===== src/rtl/tpmf_pkg.sv =====
// Shared types, register codes and constants for the touch point transform filter.
`timescale 1ns / 1ps

package tpmf_pkg;

  localparam int COORD_BITS = 12;
  localparam int NIB_BITS   = 4;
  localparam int BYTE_BITS  = 8;
  localparam int CFG_AW     = 5;
  localparam int CFG_DW     = 32;
  localparam int HIST_DEPTH = 3;
  localparam int DIV_STEPS  = COORD_BITS;

  typedef logic [COORD_BITS-1:0]              coord_t;
  typedef logic [NIB_BITS-1:0]                nib_t;
  typedef logic [BYTE_BITS-1:0]               byte_t;
  typedef logic [1:0]                         hcnt_t;
  typedef logic [2:0]                         reg_idx_t;
  typedef logic [$clog2(DIV_STEPS+1)-1:0]     dcnt_t;

  localparam reg_idx_t REG_DISPLAY_WIDTH  = 3'd0;
  localparam reg_idx_t REG_DISPLAY_HEIGHT = 3'd1;
  localparam reg_idx_t REG_PANEL_WIDTH    = 3'd2;
  localparam reg_idx_t REG_PANEL_HEIGHT   = 3'd3;
  localparam reg_idx_t REG_SWAP_AXES      = 3'd4;
  localparam reg_idx_t REG_FLIP_X         = 3'd5;
  localparam reg_idx_t REG_FLIP_Y         = 3'd6;

  typedef struct packed {
    coord_t display_width;
    coord_t display_height;
    coord_t panel_width;
    coord_t panel_height;
    logic   swap_axes;
    logic   flip_x;
    logic   flip_y;
  } cfg_t;

  typedef struct packed {
    logic  bus_error;
    byte_t status_byte;
    byte_t x_high_byte;
    byte_t x_low_byte;
    byte_t y_high_byte;
    byte_t y_low_byte;
  } in_item_t;

  typedef struct packed {
    logic   touch_valid;
    coord_t pos_x;
    coord_t pos_y;
    nib_t   touch_tag;
  } out_item_t;

  typedef struct packed {
    logic capture;
    logic clear;
    logic div_start;
    logic div_sel_y;
    logic take;
    logic push;
    logic filter;
    logic emit;
  } dp_cmd_t;

  typedef struct packed {
    logic err;
    logic zero;
    logic scale_x;
    logic scale_y;
    logic div_done;
    logic div_busy;
    logic out_free;
  } dp_sta_t;

endpackage


===== src/rtl/tpmf_if.sv =====
// Valid/ready channel interfaces for touch reports and filtered points.
`timescale 1ns / 1ps

interface tpmf_in_if;
  logic                valid;
  logic                ready;
  logic                bus_error;
  tpmf_pkg::byte_t     status_byte;
  tpmf_pkg::byte_t     x_high_byte;
  tpmf_pkg::byte_t     x_low_byte;
  tpmf_pkg::byte_t     y_high_byte;
  tpmf_pkg::byte_t     y_low_byte;

  modport source (output valid, bus_error, status_byte, x_high_byte, x_low_byte,
                  y_high_byte, y_low_byte, input ready);
  modport sink   (input valid, bus_error, status_byte, x_high_byte, x_low_byte,
                  y_high_byte, y_low_byte, output ready);
endinterface

interface tpmf_out_if;
  logic                valid;
  logic                ready;
  logic                touch_valid;
  tpmf_pkg::coord_t    pos_x;
  tpmf_pkg::coord_t    pos_y;
  tpmf_pkg::nib_t      touch_tag;

  modport source (output valid, touch_valid, pos_x, pos_y, touch_tag, input ready);
  modport sink   (input valid, touch_valid, pos_x, pos_y, touch_tag, output ready);
endinterface


===== src/rtl/tpmf_div.sv =====
// Shared multiply then restoring divide unit, one quotient bit per cycle.
`timescale 1ns / 1ps

module tpmf_div (
  input  logic             clk,
  input  logic             rst_n,
  input  logic             start,
  input  tpmf_pkg::coord_t mul_a,
  input  tpmf_pkg::coord_t mul_b,
  input  tpmf_pkg::coord_t divisor,
  output logic             busy,
  output logic             done,
  output tpmf_pkg::coord_t quotient
);

  localparam int W = tpmf_pkg::COORD_BITS;

  logic [2*W-1:0]        prod;
  logic [W-1:0]          rem_r, rem_nxt;
  logic [W-1:0]          quo_r;
  logic [W-1:0]          dsr_r;
  logic [W:0]            trial;
  logic [W:0]            diff;
  logic                  ge;
  tpmf_pkg::dcnt_t       cnt_r;
  logic                  busy_r;
  logic                  done_r;

  // The product never reaches divisor << W, so the upper half seeds the remainder
  // and only W quotient bits are needed.
  assign prod    = (2*W)'(mul_a) * (2*W)'(mul_b);
  assign trial   = {rem_r, quo_r[W-1]};
  assign diff    = trial - {1'b0, dsr_r};
  assign ge      = (trial >= {1'b0, dsr_r});
  assign rem_nxt = ge ? diff[W-1:0] : trial[W-1:0];

  always_ff @(posedge clk) begin
    if (!rst_n) begin
      busy_r <= 1'b0;
      done_r <= 1'b0;
      cnt_r  <= '0;
    end else begin
      done_r <= 1'b0;
      if (start) begin
        busy_r <= 1'b1;
        cnt_r  <= tpmf_pkg::dcnt_t'(tpmf_pkg::DIV_STEPS);
      end else if (busy_r) begin
        cnt_r <= cnt_r - tpmf_pkg::dcnt_t'(1);
        if (cnt_r == tpmf_pkg::dcnt_t'(1)) begin
          busy_r <= 1'b0;
          done_r <= 1'b1;
        end
      end
    end
  end

  always_ff @(posedge clk) begin
    if (start) begin
      rem_r <= prod[2*W-1:W];
      quo_r <= prod[W-1:0];
      dsr_r <= divisor;
    end else if (busy_r) begin
      rem_r <= rem_nxt;
      quo_r <= {quo_r[W-2:0], ge};
    end
  end

  assign busy     = busy_r;
  assign done     = done_r;
  assign quotient = quo_r;

endmodule


===== src/rtl/tpmf_dp.sv =====
// Datapath: report decode, clamp/swap/mirror, scaling, history, filter and output register.
`timescale 1ns / 1ps

module tpmf_dp (
  input  logic                clk,
  input  logic                rst_n,
  input  tpmf_pkg::cfg_t      cfg,
  input  tpmf_pkg::dp_cmd_t   cmd,
  input  tpmf_pkg::in_item_t  in_item,
  input  logic                out_ready,
  output tpmf_pkg::dp_sta_t   sta,
  output logic                out_valid,
  output tpmf_pkg::out_item_t out_item
);

  localparam int W = tpmf_pkg::COORD_BITS;

  function automatic tpmf_pkg::coord_t min2(tpmf_pkg::coord_t a, tpmf_pkg::coord_t b);
    return (a < b) ? a : b;
  endfunction

  function automatic tpmf_pkg::coord_t max2(tpmf_pkg::coord_t a, tpmf_pkg::coord_t b);
    return (a > b) ? a : b;
  endfunction

  function automatic tpmf_pkg::coord_t med3(tpmf_pkg::coord_t a, tpmf_pkg::coord_t b,
                                            tpmf_pkg::coord_t c);
    return max2(min2(a, b), min2(max2(a, b), c));
  endfunction

  localparam tpmf_pkg::coord_t ONE = tpmf_pkg::coord_t'(1);

  // Decode and geometry, evaluated on the incoming report and captured with it
  tpmf_pkg::coord_t raw_x, raw_y, xc, yc, xs, ys, rx, ry, xf, yf;
  logic             en, scx, scy;

  // Item registers
  logic             err_r, zero_r, en_r, scx_r, scy_r;
  tpmf_pkg::coord_t x_r, y_r, rx_r, ry_r;
  tpmf_pkg::nib_t   id_r;

  // Divider
  tpmf_pkg::coord_t div_a, div_b, div_d, div_q;
  logic             div_busy, div_done;

  // History and filter
  tpmf_pkg::coord_t hx_r [tpmf_pkg::HIST_DEPTH];
  tpmf_pkg::coord_t hy_r [tpmf_pkg::HIST_DEPTH];
  tpmf_pkg::hcnt_t  hcnt_r;
  tpmf_pkg::coord_t xfin, yfin;
  logic [W:0]       sum_x, sum_y;
  tpmf_pkg::coord_t filt_x, filt_y, res_x_r, res_y_r;

  // Output register
  logic                out_valid_r;
  tpmf_pkg::out_item_t out_item_r;
  logic                out_free;
  logic                ok;

  assign raw_x = {in_item.x_high_byte[tpmf_pkg::NIB_BITS-1:0], in_item.x_low_byte};
  assign raw_y = {in_item.y_high_byte[tpmf_pkg::NIB_BITS-1:0], in_item.y_low_byte};

  assign en = (cfg.display_width != '0) && (cfg.display_height != '0) &&
              (cfg.panel_width != '0) && (cfg.panel_height != '0);

  always_comb begin
    xc = (raw_x >= cfg.panel_width)  ? cfg.panel_width - ONE  : raw_x;
    yc = (raw_y >= cfg.panel_height) ? cfg.panel_height - ONE : raw_y;
    if (cfg.swap_axes) begin
      xs = yc;
      ys = xc;
      rx = cfg.panel_height;
      ry = cfg.panel_width;
    end else begin
      xs = xc;
      ys = yc;
      rx = cfg.panel_width;
      ry = cfg.panel_height;
    end
    // With nonzero ranges the clamp keeps the point in range, so no mirror underflows.
    xf  = cfg.flip_x ? (rx - ONE) - xs : xs;
    yf  = cfg.flip_y ? (ry - ONE) - ys : ys;
    scx = en && (cfg.display_width > ONE) && (rx > ONE) && (cfg.display_width != rx);
    scy = en && (cfg.display_height > ONE) && (ry > ONE) && (cfg.display_height != ry);
  end

  always_ff @(posedge clk) begin
    if (!rst_n) begin
      err_r  <= 1'b0;
      zero_r <= 1'b0;
    end else if (cmd.capture) begin
      err_r  <= in_item.bus_error;
      zero_r <= (in_item.status_byte[tpmf_pkg::NIB_BITS-1:0] == '0);
    end
  end

  always_ff @(posedge clk) begin
    if (cmd.capture) begin
      x_r   <= en ? xf : raw_x;
      y_r   <= en ? yf : raw_y;
      rx_r  <= rx;
      ry_r  <= ry;
      en_r  <= en;
      scx_r <= scx;
      scy_r <= scy;
      id_r  <= in_item.y_high_byte[tpmf_pkg::BYTE_BITS-1:tpmf_pkg::NIB_BITS];
    end else if (cmd.take) begin
      if (cmd.div_sel_y) begin
        y_r <= div_q;
      end else begin
        x_r <= div_q;
      end
    end
  end

  assign div_a = cmd.div_sel_y ? y_r : x_r;
  assign div_b = cmd.div_sel_y ? cfg.display_height - ONE : cfg.display_width - ONE;
  assign div_d = cmd.div_sel_y ? ry_r - ONE : rx_r - ONE;

  tpmf_div u_div (
    .clk      (clk),
    .rst_n    (rst_n),
    .start    (cmd.div_start),
    .mul_a    (div_a),
    .mul_b    (div_b),
    .divisor  (div_d),
    .busy     (div_busy),
    .done     (div_done),
    .quotient (div_q)
  );

  // Final clamp to the display range
  assign xfin = (en_r && (x_r >= cfg.display_width))  ? cfg.display_width - ONE  : x_r;
  assign yfin = (en_r && (y_r >= cfg.display_height)) ? cfg.display_height - ONE : y_r;

  always_ff @(posedge clk) begin
    if (!rst_n) begin
      hcnt_r <= '0;
    end else if (cmd.clear) begin
      hcnt_r <= '0;
    end else if (cmd.push && (hcnt_r != 2'd3)) begin
      hcnt_r <= hcnt_r + 2'd1;
    end
  end

  always_ff @(posedge clk) begin
    if (cmd.push) begin
      if (hcnt_r == 2'd3) begin
        for (int i = 0; i < tpmf_pkg::HIST_DEPTH - 1; i++) begin
          hx_r[i] <= hx_r[i+1];
          hy_r[i] <= hy_r[i+1];
        end
        hx_r[tpmf_pkg::HIST_DEPTH-1] <= xfin;
        hy_r[tpmf_pkg::HIST_DEPTH-1] <= yfin;
      end else begin
        for (int i = 0; i < tpmf_pkg::HIST_DEPTH; i++) begin
          if (hcnt_r == tpmf_pkg::hcnt_t'(i)) begin
            hx_r[i] <= xfin;
            hy_r[i] <= yfin;
          end
        end
      end
    end
  end

  assign sum_x = {1'b0, hx_r[0]} + {1'b0, hx_r[1]};
  assign sum_y = {1'b0, hy_r[0]} + {1'b0, hy_r[1]};

  always_comb begin
    unique case (hcnt_r)
      2'd1: begin
        filt_x = hx_r[0];
        filt_y = hy_r[0];
      end
      2'd2: begin
        filt_x = sum_x[W:1];
        filt_y = sum_y[W:1];
      end
      2'd3: begin
        filt_x = med3(hx_r[0], hx_r[1], hx_r[2]);
        filt_y = med3(hy_r[0], hy_r[1], hy_r[2]);
      end
      default: begin
        filt_x = '0;
        filt_y = '0;
      end
    endcase
  end

  always_ff @(posedge clk) begin
    if (cmd.filter) begin
      res_x_r <= filt_x;
      res_y_r <= filt_y;
    end
  end

  assign ok       = !err_r && !zero_r;
  assign out_free = !out_valid_r || out_ready;

  always_ff @(posedge clk) begin
    if (!rst_n) begin
      out_valid_r <= 1'b0;
    end else if (cmd.emit) begin
      out_valid_r <= 1'b1;
    end else if (out_ready) begin
      out_valid_r <= 1'b0;
    end
  end

  always_ff @(posedge clk) begin
    if (cmd.emit) begin
      out_item_r.touch_valid <= ok;
      out_item_r.pos_x       <= ok ? res_x_r : '0;
      out_item_r.pos_y       <= ok ? res_y_r : '0;
      out_item_r.touch_tag   <= ok ? id_r : '0;
    end
  end

  assign out_valid = out_valid_r;
  assign out_item  = out_item_r;

  always_comb begin
    sta          = '0;
    sta.err      = err_r;
    sta.zero     = zero_r;
    sta.scale_x  = scx_r;
    sta.scale_y  = scy_r;
    sta.div_done = div_done;
    sta.div_busy = div_busy;
    sta.out_free = out_free;
  end

  a_start_idle: assert property (@(posedge clk) disable iff (!rst_n)
    cmd.div_start |-> !div_busy)
    else $error("divider started while busy");

  a_emit_free: assert property (@(posedge clk) disable iff (!rst_n)
    cmd.emit |-> (!out_valid_r || out_ready))
    else $error("pending result overwritten");

  a_push_ok: assert property (@(posedge clk) disable iff (!rst_n)
    cmd.push |-> ok)
    else $error("history written for a report without a touch");

  a_done_pulse: assert property (@(posedge clk) disable iff (!rst_n)
    div_done |-> (!div_busy && $past(div_busy)))
    else $error("divider done without a finished division");

endmodule


===== src/rtl/tpmf_ctrl.sv =====
// Controller state machine sequencing one report through the datapath.
`timescale 1ns / 1ps

module tpmf_ctrl (
  input  logic              clk,
  input  logic              rst_n,
  input  logic              in_valid,
  input  tpmf_pkg::dp_sta_t sta,
  output logic              in_ready,
  output tpmf_pkg::dp_cmd_t cmd
);

  localparam logic [3:0] S_IDLE   = 4'd0;
  localparam logic [3:0] S_DECIDE = 4'd1;
  localparam logic [3:0] S_DX     = 4'd2;
  localparam logic [3:0] S_DXW    = 4'd3;
  localparam logic [3:0] S_DY     = 4'd4;
  localparam logic [3:0] S_DYW    = 4'd5;
  localparam logic [3:0] S_PUSH   = 4'd6;
  localparam logic [3:0] S_FILT   = 4'd7;
  localparam logic [3:0] S_FINISH = 4'd8;

  logic [3:0] state_r, state_nxt;

  always_comb begin
    state_nxt = state_r;
    cmd       = '0;
    in_ready  = 1'b0;
    unique case (state_r)
      S_IDLE: begin
        in_ready    = 1'b1;
        cmd.capture = in_valid;
        if (in_valid) begin
          state_nxt = S_DECIDE;
        end
      end
      S_DECIDE: begin
        priority if (sta.err) begin
          state_nxt = S_FINISH;
        end else if (sta.zero) begin
          cmd.clear = 1'b1;
          state_nxt = S_FINISH;
        end else begin
          state_nxt = S_DX;
        end
      end
      S_DX: begin
        cmd.div_start = sta.scale_x;
        state_nxt     = sta.scale_x ? S_DXW : S_DY;
      end
      S_DXW: begin
        cmd.take = sta.div_done;
        if (sta.div_done) begin
          state_nxt = S_DY;
        end
      end
      S_DY: begin
        cmd.div_sel_y = 1'b1;
        cmd.div_start = sta.scale_y;
        state_nxt     = sta.scale_y ? S_DYW : S_PUSH;
      end
      S_DYW: begin
        cmd.div_sel_y = 1'b1;
        cmd.take      = sta.div_done;
        if (sta.div_done) begin
          state_nxt = S_PUSH;
        end
      end
      S_PUSH: begin
        cmd.push  = 1'b1;
        state_nxt = S_FILT;
      end
      S_FILT: begin
        cmd.filter = 1'b1;
        state_nxt  = S_FINISH;
      end
      S_FINISH: begin
        cmd.emit = sta.out_free;
        if (sta.out_free) begin
          state_nxt = S_IDLE;
        end
      end
      default: begin
        state_nxt = S_IDLE;
      end
    endcase
  end

  always_ff @(posedge clk) begin
    if (!rst_n) begin
      state_r <= S_IDLE;
    end else begin
      state_r <= state_nxt;
    end
  end

endmodule


===== src/rtl/touch_point_transform_median_filter_top.sv =====
// One item is in flight at a time: a report is taken only after the last one has gone to
// the result register. A bus error or no-touch report goes from decode to the result
// register; a touch runs a division for each scaled axis, one after the other on one
// shared bit-serial divider, twelve quotient bits each.
// Reset (synchronous, active low) clears the configuration registers to zero, empties the
// touch history and the result register, and leaves the block ready for an item.
`timescale 1ns / 1ps

module touch_point_transform_median_filter_top (
  input  logic                         clk,
  input  logic                         rst_n,
  tpmf_in_if.sink                      in_chan,
  tpmf_out_if.source                   out_chan,
  input  logic                         cfg_psel,
  input  logic                         cfg_penable,
  input  logic                         cfg_pwrite,
  input  logic [tpmf_pkg::CFG_AW-1:0]  cfg_paddr,
  input  logic [tpmf_pkg::CFG_DW-1:0]  cfg_pwdata,
  output logic [tpmf_pkg::CFG_DW-1:0]  cfg_prdata,
  output logic                         cfg_pready
);

  // The configuration registers live here; the datapath reads them directly throughout an
  // item, so they must be written only while the block is idle, which it does not enforce.
  tpmf_pkg::cfg_t      cfg_r;
  tpmf_pkg::reg_idx_t  cfg_idx;
  logic                cfg_wr;

  tpmf_pkg::in_item_t  in_item;
  tpmf_pkg::out_item_t out_item;
  tpmf_pkg::dp_cmd_t   cmd;
  tpmf_pkg::dp_sta_t   sta;
  logic                in_ready;
  logic                out_valid;

  assign cfg_pready = 1'b1;
  assign cfg_idx    = cfg_paddr[tpmf_pkg::CFG_AW-1:2];
  assign cfg_wr     = cfg_psel && cfg_penable && cfg_pwrite;

  // A write to an address beyond the last register is dropped.
  always_ff @(posedge clk) begin
    if (!rst_n) begin
      cfg_r <= '0;
    end else if (cfg_wr) begin
      unique case (cfg_idx)
        tpmf_pkg::REG_DISPLAY_WIDTH:
          cfg_r.display_width  <= cfg_pwdata[tpmf_pkg::COORD_BITS-1:0];
        tpmf_pkg::REG_DISPLAY_HEIGHT:
          cfg_r.display_height <= cfg_pwdata[tpmf_pkg::COORD_BITS-1:0];
        tpmf_pkg::REG_PANEL_WIDTH:
          cfg_r.panel_width    <= cfg_pwdata[tpmf_pkg::COORD_BITS-1:0];
        tpmf_pkg::REG_PANEL_HEIGHT:
          cfg_r.panel_height   <= cfg_pwdata[tpmf_pkg::COORD_BITS-1:0];
        tpmf_pkg::REG_SWAP_AXES: cfg_r.swap_axes <= cfg_pwdata[0];
        tpmf_pkg::REG_FLIP_X:    cfg_r.flip_x    <= cfg_pwdata[0];
        tpmf_pkg::REG_FLIP_Y:    cfg_r.flip_y    <= cfg_pwdata[0];
        default: begin
        end
      endcase
    end
  end

  always_comb begin
    unique case (cfg_idx)
      tpmf_pkg::REG_DISPLAY_WIDTH:  cfg_prdata = tpmf_pkg::CFG_DW'(cfg_r.display_width);
      tpmf_pkg::REG_DISPLAY_HEIGHT: cfg_prdata = tpmf_pkg::CFG_DW'(cfg_r.display_height);
      tpmf_pkg::REG_PANEL_WIDTH:    cfg_prdata = tpmf_pkg::CFG_DW'(cfg_r.panel_width);
      tpmf_pkg::REG_PANEL_HEIGHT:   cfg_prdata = tpmf_pkg::CFG_DW'(cfg_r.panel_height);
      tpmf_pkg::REG_SWAP_AXES:      cfg_prdata = tpmf_pkg::CFG_DW'(cfg_r.swap_axes);
      tpmf_pkg::REG_FLIP_X:         cfg_prdata = tpmf_pkg::CFG_DW'(cfg_r.flip_x);
      tpmf_pkg::REG_FLIP_Y:         cfg_prdata = tpmf_pkg::CFG_DW'(cfg_r.flip_y);
      default:                      cfg_prdata = '0;
    endcase
  end

  // The report bytes are gathered into one item for the datapath, which captures them
  // on the cycle the controller accepts the item.
  always_comb begin
    in_item.bus_error   = in_chan.bus_error;
    in_item.status_byte = in_chan.status_byte;
    in_item.x_high_byte = in_chan.x_high_byte;
    in_item.x_low_byte  = in_chan.x_low_byte;
    in_item.y_high_byte = in_chan.y_high_byte;
    in_item.y_low_byte  = in_chan.y_low_byte;
  end

  assign in_chan.ready = in_ready;

  // The controller steps a touch through decode, a division per scaled axis, the history
  // update, the filter and the hand-over; other reports go from decode to the hand-over.
  tpmf_ctrl u_ctrl (
    .clk      (clk),
    .rst_n    (rst_n),
    .in_valid (in_chan.valid),
    .sta      (sta),
    .in_ready (in_ready),
    .cmd      (cmd)
  );

  // The datapath holds the item, the divider, the three-deep history and the result
  // register, which keeps a finished item while the next report is taken in.
  tpmf_dp u_dp (
    .clk       (clk),
    .rst_n     (rst_n),
    .cfg       (cfg_r),
    .cmd       (cmd),
    .in_item   (in_item),
    .out_ready (out_chan.ready),
    .sta       (sta),
    .out_valid (out_valid),
    .out_item  (out_item)
  );

  assign out_chan.valid       = out_valid;
  assign out_chan.touch_valid = out_item.touch_valid;
  assign out_chan.pos_x       = out_item.pos_x;
  assign out_chan.pos_y       = out_item.pos_y;
  assign out_chan.touch_tag   = out_item.touch_tag;

endmodule

===== src/flat_wrapper.sv =====
// flat-port wrapper written by rule: the top's interface ports become plain ports
module touch_point_transform_median_filter_top_flat 
  (clk, rst_n, cfg_psel, cfg_penable, cfg_pwrite, cfg_paddr, cfg_pwdata, cfg_prdata, cfg_pready, in_chan_valid, in_chan_bus_error, in_chan_status_byte, in_chan_x_high_byte, in_chan_x_low_byte, in_chan_y_high_byte, in_chan_y_low_byte, in_chan_ready, out_chan_valid, out_chan_touch_valid, out_chan_pos_x, out_chan_pos_y, out_chan_touch_tag, out_chan_ready);
  tpmf_in_if in_chan_i ();
  tpmf_out_if out_chan_i ();
  input  logic clk;
  input  logic rst_n;
  input  logic cfg_psel;
  input  logic cfg_penable;
  input  logic cfg_pwrite;
  input  logic [tpmf_pkg::CFG_AW-1:0] cfg_paddr;
  input  logic [tpmf_pkg::CFG_DW-1:0] cfg_pwdata;
  output logic [tpmf_pkg::CFG_DW-1:0] cfg_prdata;
  output logic cfg_pready;
  input wire logic [$bits(in_chan_i.valid)-1:0] in_chan_valid;
  input wire logic [$bits(in_chan_i.bus_error)-1:0] in_chan_bus_error;
  input wire logic [$bits(in_chan_i.status_byte)-1:0] in_chan_status_byte;
  input wire logic [$bits(in_chan_i.x_high_byte)-1:0] in_chan_x_high_byte;
  input wire logic [$bits(in_chan_i.x_low_byte)-1:0] in_chan_x_low_byte;
  input wire logic [$bits(in_chan_i.y_high_byte)-1:0] in_chan_y_high_byte;
  input wire logic [$bits(in_chan_i.y_low_byte)-1:0] in_chan_y_low_byte;
  output wire logic [$bits(in_chan_i.ready)-1:0] in_chan_ready;
  output wire logic [$bits(out_chan_i.valid)-1:0] out_chan_valid;
  output wire logic [$bits(out_chan_i.touch_valid)-1:0] out_chan_touch_valid;
  output wire logic [$bits(out_chan_i.pos_x)-1:0] out_chan_pos_x;
  output wire logic [$bits(out_chan_i.pos_y)-1:0] out_chan_pos_y;
  output wire logic [$bits(out_chan_i.touch_tag)-1:0] out_chan_touch_tag;
  input wire logic [$bits(out_chan_i.ready)-1:0] out_chan_ready;
  assign in_chan_i.valid = in_chan_valid;
  assign in_chan_i.bus_error = in_chan_bus_error;
  assign in_chan_i.status_byte = in_chan_status_byte;
  assign in_chan_i.x_high_byte = in_chan_x_high_byte;
  assign in_chan_i.x_low_byte = in_chan_x_low_byte;
  assign in_chan_i.y_high_byte = in_chan_y_high_byte;
  assign in_chan_i.y_low_byte = in_chan_y_low_byte;
  assign in_chan_ready = in_chan_i.ready;
  assign out_chan_valid = out_chan_i.valid;
  assign out_chan_touch_valid = out_chan_i.touch_valid;
  assign out_chan_pos_x = out_chan_i.pos_x;
  assign out_chan_pos_y = out_chan_i.pos_y;
  assign out_chan_touch_tag = out_chan_i.touch_tag;
  assign out_chan_i.ready = out_chan_ready;
  touch_point_transform_median_filter_top u_core (.clk(clk), .rst_n(rst_n), .in_chan(in_chan_i), .out_chan(out_chan_i), .cfg_psel(cfg_psel), .cfg_penable(cfg_penable), .cfg_pwrite(cfg_pwrite), .cfg_paddr(cfg_paddr), .cfg_pwdata(cfg_pwdata), .cfg_prdata(cfg_prdata), .cfg_pready(cfg_pready));
endmodule

===== config.mk =====
export PLATFORM = sky130hd
export DESIGN_NAME = touch_point_transform_median_filter_top_flat
export DESIGN_NICKNAME = d
export VERILOG_FILES = /design/src/rtl/tpmf_pkg.sv /design/src/rtl/tpmf_if.sv /design/src/rtl/tpmf_div.sv /design/src/rtl/tpmf_dp.sv /design/src/rtl/tpmf_ctrl.sv /design/src/rtl/touch_point_transform_median_filter_top.sv /design/src/flat_wrapper.sv
export SDC_FILE = /design/constraint.sdc
export NUM_CORES = 1
export LEC_CHECK = 0
export BUFFER_PORTS_ARGS = -buffer_cell sky130_fd_sc_hd__buf_2
export CAP_MARGIN = 25
export CELL_PAD_IN_SITES_DETAIL_PLACEMENT = 0
export CELL_PAD_IN_SITES_GLOBAL_PLACEMENT = 1
export CORE_UTILIZATION = 49
export DETAILED_ROUTE_END_ITERATION = 8
export HOLD_SLACK_MARGIN = 0.05
export PLACE_DENSITY = 0.81
export SLEW_MARGIN = 20
export SYNTH_ARGS = -nofsm -noshare
export SYNTH_HDL_FRONTEND = slang
export SYNTH_SLANG_ARGS = --single-unit

===== constraint.sdc =====
create_clock -name clk -period 10.3 [get_ports clk]
set_clock_uncertainty 0.1 [all_clocks]
set_input_delay 0 -clock clk [delete_from_list [all_inputs] [get_ports clk]]
set_output_delay 0 -clock clk [all_outputs]
set_load 0.005 [all_outputs]

## Word-level counts from Yosys, hierarchy flattened

Memory sizes are Yosys's and may differ from the RTL's.
Index checks and enable logic that the tools add are counted.

- Register bits after elaboration: 210
- Bits in writable memories: 72
- Bits of input ports: 85
- Output and inout port bits: 64
- Word-level logic and storage cells: 234
- Memories kept: 2

- Add/subtract/negate cells: 15
- Multiply operators: 1
- Magnitude comparators: 17
- Equal/unequal tests: 26
- Mux-type cells: 86
- Bitwise gates (word level): 8
- Reductions and logical operators: 46

Memories:

| memory | words | width | rd ports | clocked after Yosys merged registers in | write ports | RTL line | source |
|---|---|---|---|---|---|---|---|
| u_core.u_dp.hx_r | 3 | 12 | 3 | 0 | 3 | tpmf_dp.sv:47 | `tpmf_pkg::coord_t hx_r [tpmf_pkg::HIST_DEPTH];` |
| u_core.u_dp.hy_r | 3 | 12 | 3 | 0 | 3 | tpmf_dp.sv:48 | `tpmf_pkg::coord_t hy_r [tpmf_pkg::HIST_DEPTH];` |

Operator list:

| kind | number |
|---|---|
| 12-bit 2-to-1 mux | 40 |
| 12-bit by 1-bit subtractor with 12-bit output (second input constant) | 8 |
| 12-bit one-hot mux with 7 select lines | 1 |
| 12-bit one-hot mux with 3 select lines | 2 |
| 12-bit >= comparator | 4 |
| 12-bit by 1-bit greater-than comparator with 1-bit output (second input constant) | 4 |
| 12-bit greater-than comparator | 4 |
| 12-bit < comparator | 4 |
| 12-bit nonzero test | 4 |
| 4-bit one-hot mux with 9 select lines | 1 |
| 12-bit subtractor | 3 |
| 4-bit 2-to-1 mux | 8 |
| 1-bit 2-to-1 mux | 31 |
| 12-bit by 12-bit adder with 13-bit output | 2 |
| 12-bit by 12-bit multiplier with 24-bit output | 1 |
| 12-bit != test | 2 |
| 2-bit AND reduction | 9 |
| 4-bit by 3-bit == test with 1-bit output (second input constant) | 4 |
| 1-bit logical AND | 15 |
| 13-bit by 12-bit >= comparator with 1-bit output | 1 |
| 2-bit != test (second input constant) | 5 |
| 3-bit == test (second input constant) | 3 |
| 4-bit by 1-bit == test with 1-bit output (second input constant) | 2 |
| 4-bit by 2-bit == test with 1-bit output (second input constant) | 2 |
| 22 further kinds | 39 |

## Logic depth before layout (Yosys ltp)

An unclocked memory read counts as a cell.

- Depth in word-level cells: 8
- Depth in mapped cells: 32
- Mapped depth without buffers: 28

## Modules after synthesis

Synthesis repeated with hierarchy kept, for this count alone.

- Cells, all modules: 2864
- Area total of the unflattened synthesis: 26992.1 µm²

By module, submodules not included:

| module | times used | cells an instance | area an instance (µm²) | seq. area each (µm²) |
|---|---|---|---|---|
| tpmf_dp | 1 | 1779 | 16884.9 | 5505.3 |
| tpmf_div | 1 | 788 | 7213.2 | 1201.2 |
| touch_point_transform_median_filter_top | 1 | 241 | 2473.6 | 1021.0 |
| tpmf_ctrl | 1 | 56 | 420.4 | 80.1 |

## Worst setup path before layout

No wires, ideal clock.

- Kind: reg-to-reg
- Start point: reg u_core.u_ctrl.state_r[3]
- End point: reg u_core.u_dp.u_div.rem_r[9], data pin
- Library setup time: 0.260 ns
- Arrival time: 6.774 ns
- Required time: 9.940 ns
- Path slack: 3.166 ns
- Cell stages (with the launch flop): 28
- Buffers on the path: 4
- Period minus slack after synthesis: 7.134 ns
- Path through: dfxtp_1 > clkbuf_1 > nand2b_1 > nand2b_1 > clkbuf_1 > clkbuf_1 > clkbuf_1 > mux2i_1 > nor2_1 > fa_1 > inv_1 > fa_1 > inv_1 > fa_1 > fa_1 > inv_1 > fa_1 > inv_1 > ha_1 > a21o_1 > a21o_1 > a21oi_1 > nand3_1 > o21ai_0 > o21ai_0 > nor2_1 > xnor2_1 > mux2_2

- Longest elaborated chain between the ends: 6
- Elaborated cells between the ends (all ways): 10
- Classes of those cells: mul (1); eq/ne (3); mux (5); reduce/logical (1)

Ends and longest elaborated chain:

| element | RTL line | source |
|---|---|---|
| start: declaration | tpmf_ctrl.sv:23 | `logic [3:0] state_r, state_nxt;` |
| start signal: assignment | tpmf_ctrl.sv:93 | `state_r <= state_nxt;` |
| 4-bit by 3-bit == test with 1-bit output | tpmf_ctrl.sv:29 | `unique case (state_r)` |
| 2-bit OR reduction (no line) | - |  |
| 1-bit 2-to-1 mux | tpmf_ctrl.sv:29 |  |
| 12-bit 2-to-1 mux (on tied branches) | tpmf_dp.sv:116, tpmf_dp.sv:117 |  |
| 12-bit by 12-bit multiplier with 24-bit output | tpmf_div.sv:31 | `assign prod = (2*W)'(mul_a) * (2*W)'(mul_b);` |
| 12-bit 2-to-1 mux (*) | tpmf_div.sv:58 | `if (start) begin` |
| end signal: assignment | tpmf_div.sv:59 | `rem_r <= prod[2*W-1:W];` |
| end signal: assignment | tpmf_div.sv:63 | `rem_r <= rem_nxt;` |
| end: declaration | tpmf_div.sv:19 | `logic [W-1:0] rem_r, rem_nxt;` |

Mark *: on every way between the ends. The rest lies on a longest branch, timed or not.
A chain may end at the register's enable or synchronous reset.

## Worst setup path after layout

- Start point: reg u_core.cfg_r[29] (netlist name)
- End point: reg u_core.u_dp.u_div.rem_r[9], data pin

- Longest elaborated chain between the ends: 4

Ends and longest elaborated chain:

| element | RTL line | source |
|---|---|---|
| start: declaration | touch_point_transform_median_filter_top.sv:25 | `tpmf_pkg::cfg_t cfg_r;` |
| 12-bit by 1-bit subtractor with 12-bit output | tpmf_dp.sv:117 | `assign div_b = cmd.div_sel_y ? cfg.display_height - ONE : cfg.display_width - ONE;` |
| 12-bit 2-to-1 mux | tpmf_dp.sv:117 |  |
| 12-bit by 12-bit multiplier with 24-bit output | tpmf_div.sv:31 |  |
| 12-bit 2-to-1 mux | tpmf_div.sv:58 |  |

Every way passes these cells.

==> flow_metrics.py <==
metrics = {
    "critical_path": {
        "r2r_end": "u_core.u_dp.u_div.rem_r[9]$_DFFE_PP_",
        "worstSetupEndpointType": "register",
        "start_kind": "register",
        "crit_path_end": "u_core.u_dp.u_div.rem_r[9]$_DFFE_PP_",
        "critical_path.max_stage_delay_ns": 0.69,
        "cp.arrival_ns": 8.01,
        "r2r_start": "u_core.cfg_r[29]$_SDFFE_PN0P_",
        "cp_slowest_cell": "nor4_1",
        "cp_common_cell": "fa_1",
        "startpoint": "u_core.cfg_r[29]$_SDFFE_PN0P_",
        "r2r_cells": 26,
        "critPathMaxFanout": 7,
        "crit_type": "reg -> reg",
        "crit_required_ns": 10.50,
        "r2r_slack_ns": 2.49,
    },
    "yosys": {
        "netlist_instances": 2806,
        "synth-async-reset-ratio": 0,
        "synth_top_flop_cell": "edfxtp_1",
        "syn_area_per_cell_sq_um": 9.28,
        "yosysWarnings": 0,
        "synth_edf_count": 216,
        "synth_cell_types": 87,
        "yosysSeqAreaShare": 0.300,
        "synth_seq_cells": 282,
        "synth.cell_area_sq_um": 26000,
    },
    "detailed_routing": {
        "route.detailed.wl_per_inst_um": 20.6,
        "drcViolationCount": 0,
        "via_count": 21022,
        "drt-total-wl_um": 75100,
        "initialDrtViolationCount": 1618,
        "avgViaCountPerCell": 5.75,
        "drt-pass1-iter-count": 8,
        "drtAntennaViolNets": 0,
    },
    "timing": {
        "min_period_over_period": 0.758,
        "finalSetupViolCount": 0,
        "slew_headroom": 0.302,
        "fmax_ghz": 0.128,
        "max_slew.worst_pin.slew_ns": 1.04,
        "fin_setup_tns_ns": 0,
        "period_needed_ns": 7.81,
        "rsz0062_at_grt": "no",
        "hold_viol": 0,
        "drv_slew": 0,
    },
    "job": {
        "max-cap-violations": 0,
    },
    "finish": {
        "seq_area_sq_um": 7810,
        "drive_gt1_frac": 0.107,
        "nFillCells": 4665,
        "areaGrowthSynthToFinish_pct": 11.4,
        "multi_input_area_sq_um": 16500,
        "layout.nets": 3382,
    },
    "die": {
        "die_y_um": 233,
        "rows": 84,
        "io_pins": 149,
        "die_x_um": 233,
        "dieArea_sq_um": 54100,
        "initial_core_util": 0.495,
        "core_area_sq_um": 52600,
    },
    "global_routing": {
        "grt_max_degree": 64,
        "use_met1": 0.375,
        "grt.total_usage": 0.279,
        "grt_pass1_vias": 20768,
        "grt_util_met2": 0.465,
        "grt_busiest_layer": "met2",
        "grt_pass1_wl_um": 117000,
        "overflow": 0,
        "grt_antenna_before_repair": 2,
        "grt_use_met3": 0.0270,
    },
    "clocking": {
        "clk_pin_slew_ns": 0.06,
        "h-tree-depth": 2,
        "cts_buffers": 35,
        "post_cts_buffers": 0,
        "cts_tree": "built",
        "root_buffer": "clkbuf_16",
        "cts.path.max_buffers": 3,
        "clk_latency_ns": 0.57,
        "clock-sinks": 282,
    },
    "worst_hold_path": {
        "hold_path.class": "in -> reg",
    },
    "placement": {
        "hpwl_um": 58700,
        "io_buffers": 97,
        "globalplace.congestion": 0.964,
    },
    "run_status": {
        "status": "finished clean",
    },
}
-- worst max-delay path: cells and delay by family, from the launching register on --
| family | cells | cell delay [ns] |
|---|---|---|
| xor+xnor | 2 | 0.33 |
| fa+ha+maj | 6 | 3.04 |
| buf+inv | 4 | 0.23 |
| flops | 1 | 0.39 |
| compound gates | 6 | 1.47 |
| simple gates | 7 | 1.70 |
| mux | 1 | 0.27 |
-- Yosys cell counts (9+ instances only) --
cell type | count | area share
mux4_2 | 11 | 0.0095
buf_1 | 10 | 0.0014
xor2_1 | 29 | 0.0098
nand3_1 | 23 | 0.0044
a221o_1 | 16 | 0.0062
dfxtp_1 | 66 | 0.051
o22ai_1 | 16 | 0.0038
nand4_1 | 33 | 0.0079
o21a_1 | 31 | 0.0089
o211ai_1 | 15 | 0.0043
nor4_1 | 13 | 0.0031
buf_4 | 22 | 0.0063
nand2b_1 | 24 | 0.0058
nand2_1 | 340 | 0.049
a31oi_1 | 14 | 0.0034
inv_1 | 326 | 0.047
nor3_1 | 53 | 0.010
mux2i_1 | 130 | 0.050
a21o_1 | 39 | 0.011
o31ai_1 | 11 | 0.0032
a22oi_1 | 18 | 0.0052
ha_1 | 255 | 0.12
a211oi_1 | 9 | 0.0026
edfxtp_1 | 216 | 0.25
nor2b_1 | 67 | 0.016
xnor2_1 | 106 | 0.036
o21ai_0 | 133 | 0.026
a21boi_0 | 34 | 0.0098
a21oi_1 | 105 | 0.020
a22o_1 | 10 | 0.0034
fa_1 | 105 | 0.081
clkbuf_1 | 85 | 0.012
and2_1 | 54 | 0.013
mux2_2 | 73 | 0.032
o21ai_1 | 10 | 0.0019
or3_1 | 10 | 0.0024
nor2_1 | 149 | 0.021
-- flip-flops by register name, summed over array words and instances, names as in the netlist, 29 cells and up --
| signal | flops |
|---|---|
| u_core.cfg_r | 51 |
| u_core.u_dp.hx_r | 36 |
| u_core.u_dp.hy_r | 36 |
| u_core.u_dp.out_item | 29 |
-- repair_timing --
action	CTS	global route
hold buffers	68	0
endpoints found under the hold margin	89	0
gates resized for setup	0	0
-- area by class of cell --
type | instances | area share
inverter | 328 | 0.0424
sequential | 282 | 0.269
clock buffer | 47 | 0.0321
tap | 688 | 0.0297
clock inverter | 17 | 0.00673
antenna | 1 | 0.0000863
timing repair buffer | 203 | 0.0512
multi-input combinational | 2087 | 0.569
-- per-stage QoR --
stage	hold WS, ns	cells	cell area (sq um)	util	setup WS [ns]
6_report	0.129	3653	29000	0.552	2.49
3_3_place_gp	0.0787	3516	27100	0.516	2.45
3_5_place_dp	0.0787	3518	27200	0.517	2.43
5_1_grt	0.179	3652	29000	0.552	2.01
2_1_floorplan	-0.00113	2825	26100	-	3.17
4_1_cts	0.104	3650	29000	0.551	2.35
-- worst min path at each step --
stage / start / endpoint / slack [ns] / depth (start not counted)
after global routing: cfg_paddr[2] / u_core.cfg_r[1]$_SDFFE_PN0P_ / 0.18 / 5
after CTS: cfg_paddr[2] / u_core.cfg_r[1]$_SDFFE_PN0P_ / 0.10 / 5
after global placement: in_chan_y_high_byte[4] / u_core.u_dp.id_r[0]$_DFFE_PP_ / 0.08 / 1
after floorplan: in_chan_y_high_byte[4] / u_core.u_dp.id_r[0]$_DFFE_PP_ / -0.001 / 0
after detailed placement: in_chan_y_high_byte[6] / u_core.u_dp.id_r[2]$_DFFE_PP_ / 0.08 / 1
final: cfg_paddr[2] / u_core.cfg_r[1]$_SDFFE_PN0P_ / 0.13 / 5
-- kinds of logic (layout without fill, tap and decap cells) --
| group | after synthesis | in the layout | synth area share |
|---|---|---|---|
| buf+inv | 456 | 595 | 0.0709 |
| xor+xnor | 137 | 137 | 0.0467 |
| mux | 214 | 214 | 0.0911 |
| flops | 282 | 282 | 0.300 |
| compound gates | 543 | 543 | 0.140 |
| other cells | 2 | 22 | 0.000288 |
| simple gates | 812 | 812 | 0.148 |
| fa+ha+maj | 360 | 360 | 0.203 |
-- metal layers --
metal	part of all wire	routed length, um	vias up
li1	-	-	10000
met1	0.45	33500	10217
met2	0.47	35400	658
met3	0.046	3470	147
met4	0.036	2710	0
met5	0	0	-
-- cells in the final DEF, fill, tap and decap left out, types with 36 or more instances in the layout --
master,synthesis,layout
xnor2_1,106,106
nor3_1,53,50
dfxtp_1,66,65
fa_1,105,105
inv_1,326,325
a21o_1,39,39
nand2_1,340,340
and2_1,54,54
dlygate4sd3_1,0,68
mux2_2,73,73
nor2b_1,67,66
o21ai_0,133,133
a21oi_1,105,105
buf_2,5,97
edfxtp_1,216,216
nor2_1,149,143
ha_1,255,255
buf_4,22,36
mux2i_1,130,130
Power is left out: the tool's default activity adds up to more than one toggle a clock period on the data nets, which glitch-free logic cannot reach.
